===== src/rtl/core/rmq_pkg.sv =====
`timescale 1ns / 1ps
// ----------------------------------------------------------------------------
// rmq_pkg
// Shared types, widths and helpers for the rotation-matrix-to-quaternion core.
// ----------------------------------------------------------------------------
package rmq_pkg;

    // Port field width and internal term widths
    localparam int DATA_W        = 16;
    localparam int TERM_W        = 17;  // sum or difference of two elements
    localparam int CAND_W        = 18;  // sum or difference of three elements
    localparam int BEST_W        = 17;  // magnitude bits of the non-negative winner
    localparam int QUOT_W        = 16;  // scaled term magnitude never exceeds 32768
    localparam int FRAC_BITS_DEF = 14;

    function automatic int imax(input int a, input int b);
        return (a > b) ? a : b;
    endfunction

    // Radicand width: (best + ONE) << (FRAC_BITS - 2)
    function automatic int rad_w(input int fb);
        return imax(BEST_W, fb) + 1 + fb - 2;
    endfunction

    localparam int RAD_W_DEF  = rad_w(FRAC_BITS_DEF);
    localparam int ROOT_W_DEF = (RAD_W_DEF + 1) / 2 + 1;

    // Which component comes from the square root
    typedef enum logic [1:0] {
        SEL_X,
        SEL_Y,
        SEL_Z,
        SEL_W
    } rmq_sel_t;

    // Sideband riding alongside the root: winner and the three raw terms
    typedef struct packed {
        rmq_sel_t                  sel;
        logic [2:0][TERM_W-1:0]    lane;
    } rmq_side_t;

    // Divider result: magnitudes plus their signs
    typedef struct packed {
        rmq_sel_t                  sel;
        logic [2:0]                neg;
        logic [2:0][QUOT_W-1:0]    quot;
    } rmq_quot_t;

endpackage


===== src/rtl/core/rmq_div.sv =====
`timescale 1ns / 1ps
// ----------------------------------------------------------------------------
// rmq_div
// Three-lane pipelined restoring divider: each lane forms
// round(|D| * 2^FRAC_BITS / (4 V)), one quotient bit per stage.
// ----------------------------------------------------------------------------
module rmq_div
    import rmq_pkg::*;
#(
    parameter int FRAC_BITS = FRAC_BITS_DEF,
    parameter int ROOT_W    = ROOT_W_DEF
)
(
    input  logic                clk,
    input  logic                rst_n,
    input  logic                in_valid,
    output logic                in_ready,
    input  logic [ROOT_W-1:0]   in_root,
    input  rmq_side_t           in_side,
    output logic                out_valid,
    input  logic                out_ready,
    output logic [ROOT_W-1:0]   out_root,
    output rmq_quot_t           out_quot
);

    localparam int NUM_W = imax(TERM_W + FRAC_BITS, ROOT_W + 1) + 1;
    localparam int DW    = imax(NUM_W, ROOT_W + 2 + QUOT_W - 1);
    localparam int LAST  = QUOT_W;

    logic               valid_reg [0:LAST];
    logic [DW-1:0]      rem_reg   [0:LAST][3];
    logic [QUOT_W-1:0]  quot_reg  [0:LAST][3];
    logic [2:0]         neg_reg   [0:LAST];
    logic [DW-1:0]      den_reg   [0:LAST];
    logic [ROOT_W-1:0]  root_reg  [0:LAST];
    rmq_sel_t           sel_reg   [0:LAST];
    logic               rdy       [0:LAST];

    // Stage 0: signs, magnitudes, rounded numerators and the divisor
    logic [DW-1:0]      num_next [3];
    logic [2:0]         neg_next;
    logic [TERM_W-1:0]  mag;

    always_comb
    begin
        mag = '0;
        for (int l = 0; l < 3; l++)
        begin
            neg_next[l] = in_side.lane[l][TERM_W-1];
            mag         = neg_next[l] ? (TERM_W'(0) - in_side.lane[l]) : in_side.lane[l];
            num_next[l] = (DW'(mag) << FRAC_BITS) + (DW'(in_root) << 1);
        end
    end

    assign rdy[0] = !valid_reg[0] || rdy[1];

    always_ff @(posedge clk or negedge rst_n)
    begin
        if (!rst_n)
            valid_reg[0] <= 1'b0;
        else if (rdy[0])
            valid_reg[0] <= in_valid;
    end

    always_ff @(posedge clk)
    begin
        if (rdy[0] && in_valid)
        begin
            for (int l = 0; l < 3; l++)
            begin
                rem_reg[0][l]  <= num_next[l];
                quot_reg[0][l] <= '0;
            end
            neg_reg[0]  <= neg_next;
            den_reg[0]  <= DW'(in_root) << 2;
            root_reg[0] <= in_root;
            sel_reg[0]  <= in_side.sel;
        end
    end

    // Stages 1..QUOT_W: one quotient bit each, most significant first
    for (genvar k = 1; k <= LAST; k++) begin : g_step
        localparam int QB = QUOT_W - k;
        logic [DW-1:0]     dsh;
        logic [DW-1:0]     rem_next  [3];
        logic [QUOT_W-1:0] quot_next [3];

        always_comb
        begin
            dsh = den_reg[k-1] << QB;
            for (int l = 0; l < 3; l++)
            begin
                if (rem_reg[k-1][l] >= dsh)
                begin
                    rem_next[l]  = rem_reg[k-1][l] - dsh;
                    quot_next[l] = quot_reg[k-1][l] | (QUOT_W'(1) << QB);
                end
                else
                begin
                    rem_next[l]  = rem_reg[k-1][l];
                    quot_next[l] = quot_reg[k-1][l];
                end
            end
        end

        if (k == LAST) begin : g_rdy_last
            assign rdy[k] = !valid_reg[k] || out_ready;
        end
        else begin : g_rdy_mid
            assign rdy[k] = !valid_reg[k] || rdy[k+1];
        end

        always_ff @(posedge clk or negedge rst_n)
        begin
            if (!rst_n)
                valid_reg[k] <= 1'b0;
            else if (rdy[k])
                valid_reg[k] <= valid_reg[k-1];
        end

        always_ff @(posedge clk)
        begin
            if (rdy[k] && valid_reg[k-1])
            begin
                for (int l = 0; l < 3; l++)
                begin
                    rem_reg[k][l]  <= rem_next[l];
                    quot_reg[k][l] <= quot_next[l];
                end
                neg_reg[k]  <= neg_reg[k-1];
                den_reg[k]  <= den_reg[k-1];
                root_reg[k] <= root_reg[k-1];
                sel_reg[k]  <= sel_reg[k-1];
            end
        end
    end

    assign in_ready  = rdy[0];
    assign out_valid = valid_reg[LAST];
    assign out_root  = root_reg[LAST];

    always_comb
    begin
        out_quot.sel = sel_reg[LAST];
        out_quot.neg = neg_reg[LAST];
        for (int l = 0; l < 3; l++)
            out_quot.quot[l] = quot_reg[LAST][l];
    end

endmodule


===== config.mk =====
export PLATFORM = sky130hd
export DESIGN_NAME = rmq_div
export DESIGN_NICKNAME = d
export VERILOG_FILES = /design/src/rtl/core/rmq_pkg.sv /design/src/rtl/core/rmq_div.sv
export SDC_FILE = /design/constraint.sdc
export NUM_CORES = 2
export LEC_CHECK = 0
export ABC_AREA = 1
export BUFFER_PORTS_ARGS = -buffer_cell sky130_fd_sc_hd__buf_2
export CAP_MARGIN = 20
export CORE_UTILIZATION = 55
export DETAILED_ROUTE_END_ITERATION = 8
export GPL_TIMING_DRIVEN = 0
export PLACE_DENSITY = 0.71
export SLEW_MARGIN = 0
export SYNTH_ARGS = -nofsm -noshare
export SYNTH_HDL_FRONTEND = slang
export SYNTH_SLANG_ARGS = --single-unit

===== constraint.sdc =====
create_clock -name clk -period 13.7 [get_ports clk]
set_input_delay 0 -clock clk [delete_from_list [all_inputs] [get_ports clk]]
set_output_delay 0 -clock clk [all_outputs]
set_load 0.005 [all_outputs]

== Yosys cells after proc, flatten, opt, wreduce, memory -nomap -nowiden ==
Memories as Yosys holds them, arrays and structs flattened.
Cells that the tools add are included.
Operators by class
  $add $sub $neg: 54
  $lt $le $gt $ge: 48
  mux-type cells: 133
  reductions and logical operators: 51
Operators with widths (number)
  $ge A33 B33 Y1: 48
  $mux W33: 48
  $sub A33 B33 Y33: 48
  $add A31 B17 Y32: 3
  $mux W17: 3
  $sub A1 B17 Y17 const A: 3
  $mux W16: 3
  $mux W15: 3
  $mux W14: 3
  $mux W13: 3
  $mux W1: 37
  $mux W12: 3
  $mux W11: 3
  $mux W10: 3
  $mux W9: 3
  $mux W8: 3
  $mux W7: 3
  $mux W6: 3
  $logic_and A1 B1 Y1: 17
  $logic_not A1 Y1: 17
  $logic_or A1 B1 Y1: 17
  $mux W5: 3
  $mux W4: 3
  $mux W3: 3
  $mux W2: 3
Word-level totals
  register bits: 17
  memory bits (writable): 3417
  bits of input ports: 73
  output and inout port bits: 71
  logic and storage cells: 309
  memories kept: 6
Memories
  rem_reg: depth 17, bits a word 99, rd ports 16, clocked after memory_dff 0, wr ports 17, line rmq_div.sv:31  | logic [DW-1:0] rem_reg [0:LAST][3];
  quot_reg: depth 17, bits a word 48, rd ports 17, clocked after memory_dff 0, wr ports 17, line rmq_div.sv:32  | logic [QUOT_W-1:0] quot_reg [0:LAST][3];
  den_reg: depth 17, bits a word 33, rd ports 16, clocked after memory_dff 0, wr ports 17, line rmq_div.sv:34  | logic [DW-1:0] den_reg [0:LAST];
  root_reg: depth 17, bits a word 16, rd ports 17, clocked after memory_dff 0, wr ports 17, line rmq_div.sv:35  | logic [ROOT_W-1:0] root_reg [0:LAST];
  neg_reg: depth 17, bits a word 3, rd ports 17, clocked after memory_dff 0, wr ports 17, line rmq_div.sv:33  | logic [2:0] neg_reg [0:LAST];
  sel_reg: depth 17, bits a word 2, rd ports 17, clocked after memory_dff 0, wr ports 17, line rmq_div.sv:36  | rmq_sel_t sel_reg [0:LAST];

== Longest topological paths before layout ==
  word-level depth: 21
  depth in mapped cells: 17
  gate-level depth less buffers: 16

== Least setup slack after synthesis ==
Ideal clock, no wire load.
  path kind: flip-flop to flip-flop
  start: register valid_reg (netlist bit out_valid)
  end: memory den_reg[0][431] in the netlist's numbering, enable pin
  data arrival time: 6597 ps
  path slack: 6452 ps
  cell stages (with the launch flop): 4
  path buffers: 0
  period minus slack after synthesis: 7248 ps
  path through: dfrtp_1 nand4_1 nor2_2 nor2_1
RTL lines
  start, declared: line rmq_div.sv:30  | logic valid_reg [0:LAST];
  start signal, assigned by index: line rmq_div.sv:118  | valid_reg[k] <= valid_reg[k-1];
  end, declared: line rmq_div.sv:34

==> results_dict.tcl <==
set metrics [dict create \
    status "finished with violations" \
    violations "DRC" \
    clkLatencyLatePin_ps 860 \
    min_period_ps 5170 \
    drtIter0Drc 10226 \
    grt_max_degree 131 \
    synth_top_area_cell "edfxtp_1" \
    final_nets 14449 \
    synthCells 13000 \
    end_kind "flip-flop" \
    fillers 17759 \
    grt-ovfl-total 0 \
    maxCapViolCount 0 \
    drt_wl_total_mm 372 \
    grt_usage_pct 33.9 \
    rows 169 \
    slew_headroom_pct 20.0 \
    clk_pin_slew_ps 60 \
    vias 97392 \
    hpwl_mm 296 \
    largest_reg_flops 1136 \
    clk_path_buf_depth 3 \
    cp.required_ps 14290 \
    synthArstFlopShare_pct 0.900 \
    start_util_pct 55.4 \
    dr.pass1.iters 9 \
    placed_area_um2 123000 \
    cellLeakagePower_nw 52.2 \
    tightest_slew_ps 1190 \
    setup_viol 0 \
    cts_max_level 4 \
    gp_congestion 0.991 \
    cts_buffers 193 \
    worstSetupStartpointType "primary input" \
    antenna_found_initial 5 \
    viasPerCell 5.88 \
    clock_sinks 1889 \
    portBuffers 143 \
    syn_to_final_growth_pct 11.7 \
    hold_viol 0 \
    yosysUniqueCellTypes 79 \
    rsz0062_at_grt "false" \
    multi_input_area_um2 54500 \
    fin_crit_sh_pct 37.7 \
    ff2ff_setup_slack_ps 9710 \
    fmax_mhz 194 \
    critPathArrivalTime_ps 5750 \
    die_h_um 464 \
    drive_gt1_share_pct 7.61 \
    grt_pass1_wl_mm 556 \
    yosysMostFrequentCell "nand2_1" \
    synth_area_leaders "edfxtp_1 48%, nand2_1 8.6%, ha_1 8.0%, inv_1 4.5%, a21oi_1 4.2%" \
    dp_cells 16002 \
    ys.flop_type "edfxtp_1" \
    cts_root_buf "clkbuf_16" \
    final_util_pct 61.8 \
    regArea_um2 56600 \
    yosysTopAreaCellShare_pct 47.8 \
    final_cells 16565 \
    ir_drop_v 0.000254 \
    remaining_drc_errors 20 \
    ys_ff_latch 1889 \
    syn_area_per_cell_um2 9.04 \
    finalHoldWorstSlack_ps 67.8 \
    drtAntennaViolNets 0 \
    wl_per_cell_um 22.5 \
    synth_edf_count 1872 \
    worstSetupPathType "in -> reg" \
    yosysSeqAreaShare_pct 48.2 \
    tns_ps 0 \
    ys_warn_count 0 \
    synth_common_cells "2705 x nand2_1, 1872 x edfxtp_1, 1412 x inv_1" \
    powerDensity_nw_per_um2 249 \
    clock_skew_ps 55.2 \
    grt_pass1_vias 93186 \
    dieWidth_um 464 \
    cp_max_fo 4 \
    finalInstanceArea_um2 131000 \
    slew_viol_final 0 \
    post_cts_buffers 0 \
    core_area_um2 212000 \
    io_pins 144 \
    min_path_type "in -> reg" \
    dieArea_um2 216000 \
    cts_resized 0 \
    cts_tree "yes" \
    synth_area_um2 118000 \
]
-- metal layers --
layer  GRT usage [%]  routed length, um  vias up
li1                -                  -    46177
met3            4.65              25100      785
met2            56.1             175000     4033
met1            45.2             156000    46395
met4            12.6              15500        2
met5               0                 20        -
-- worst paths after layout --
check,startpoint,end,depth (start not counted)
min in group asynchronous,rst_n,valid_reg[12],3
min reg2reg,quot_reg[13][10],quot_reg[14][10],0
max,in_side[1],rem_reg[0][95],20
min,out_ready,out_valid,5
max in group asynchronous,rst_n,valid_reg[15],3
max reg2reg,root_reg[6][10],rem_reg[7][90],14
-- layout make-up --
| cell class | count | share of cell area (%) |
|---|---|---|
| inverter | 1443 | 4.16 |
| tap | 2821 | 2.69 |
| clock inverter | 142 | 1.23 |
| clock buffer | 216 | 3.79 |
| timing repair buffer | 379 | 2.64 |
| antenna | 5 | 0.00953 |
| multi-input combinational | 9511 | 41.5 |
| buffer | 159 | 0.788 |
| sequential | 1889 | 43.2 |
-- power breakdown --
| group | total (mW) | internal (mW) | switching (mW) | leakage, nW |
|---|---|---|---|---|
| clock network | 5.48 | 3.11 | 2.37 | 3.17 |
| registers | 11.4 | 9.56 | 1.80 | 18.0 |
| logic | 15.8 | 5.45 | 10.3 | 31.0 |
| total | 32.6 | 18.1 | 14.5 | 52.2 |
-- cells by family after synthesis --
group,synth area share (%)
adders and majority gates,8.82
and+or+nand+nor,19.3
DFF,48.2
xor gates and xnor gates,5.83
other,0.00319
buffers and inverters,5.50
AOI/OAI and AO/OA,12.4
-- per-stage QoR --
stage / setup WS, ps / total power, mW
6_report: 8530 / 32.6
5_1_grt: 8410 / 34.6
4_1_cts: 9110 / 32.4
3_5_place_dp: 9840 / 26.8
3_3_place_gp: 3880 / 26.7
2_1_floorplan: 6450 / 21.6
-- what timing repair did --
action | in CTS | in global routing
endpoints found under the hold margin | 199 | 0
endpoints found under the setup margin | 0 | 0
hold buffers | 200 | 0
-- critical path, stage by stage --
cell           delay (ps)
dlygate4sd3_1         540
buf_2                 140
nor2_1                130
nand2_1               110
inv_1                  80
nand3_1               140
nor2_2                210
o21ai_0               100
dlygate4sd3_1         570
nand2_1               140
nand2_1                90
dlygate4sd3_1         620
nor3_2                280
dlygate4sd3_1         670
nand3_1               100
dlygate4sd3_1         590
nand2_1                60
dlygate4sd3_1         560
nand2_1                50
dlygate4sd3_1         560
-- placed cells by master, fill, tap and decap left out, types with 150 or more instances in the layout --
master,synthesis,routed
edfxtp_1,1872,1872
nor2_1,1270,1262
o21ai_1,150,150
buf_2,74,218
or2_2,151,151
nand2_1,2705,2705
clkbuf_16,0,196
nand3_1,535,535
o21ai_0,977,977
a21oi_1,986,985
xnor2_1,408,408
inv_1,1412,1404
ha_1,752,752
xor2_1,367,367
dlygate4sd3_1,0,200
nor3_1,189,189
nand4_1,193,193
(Power assumes the default switching activity.)
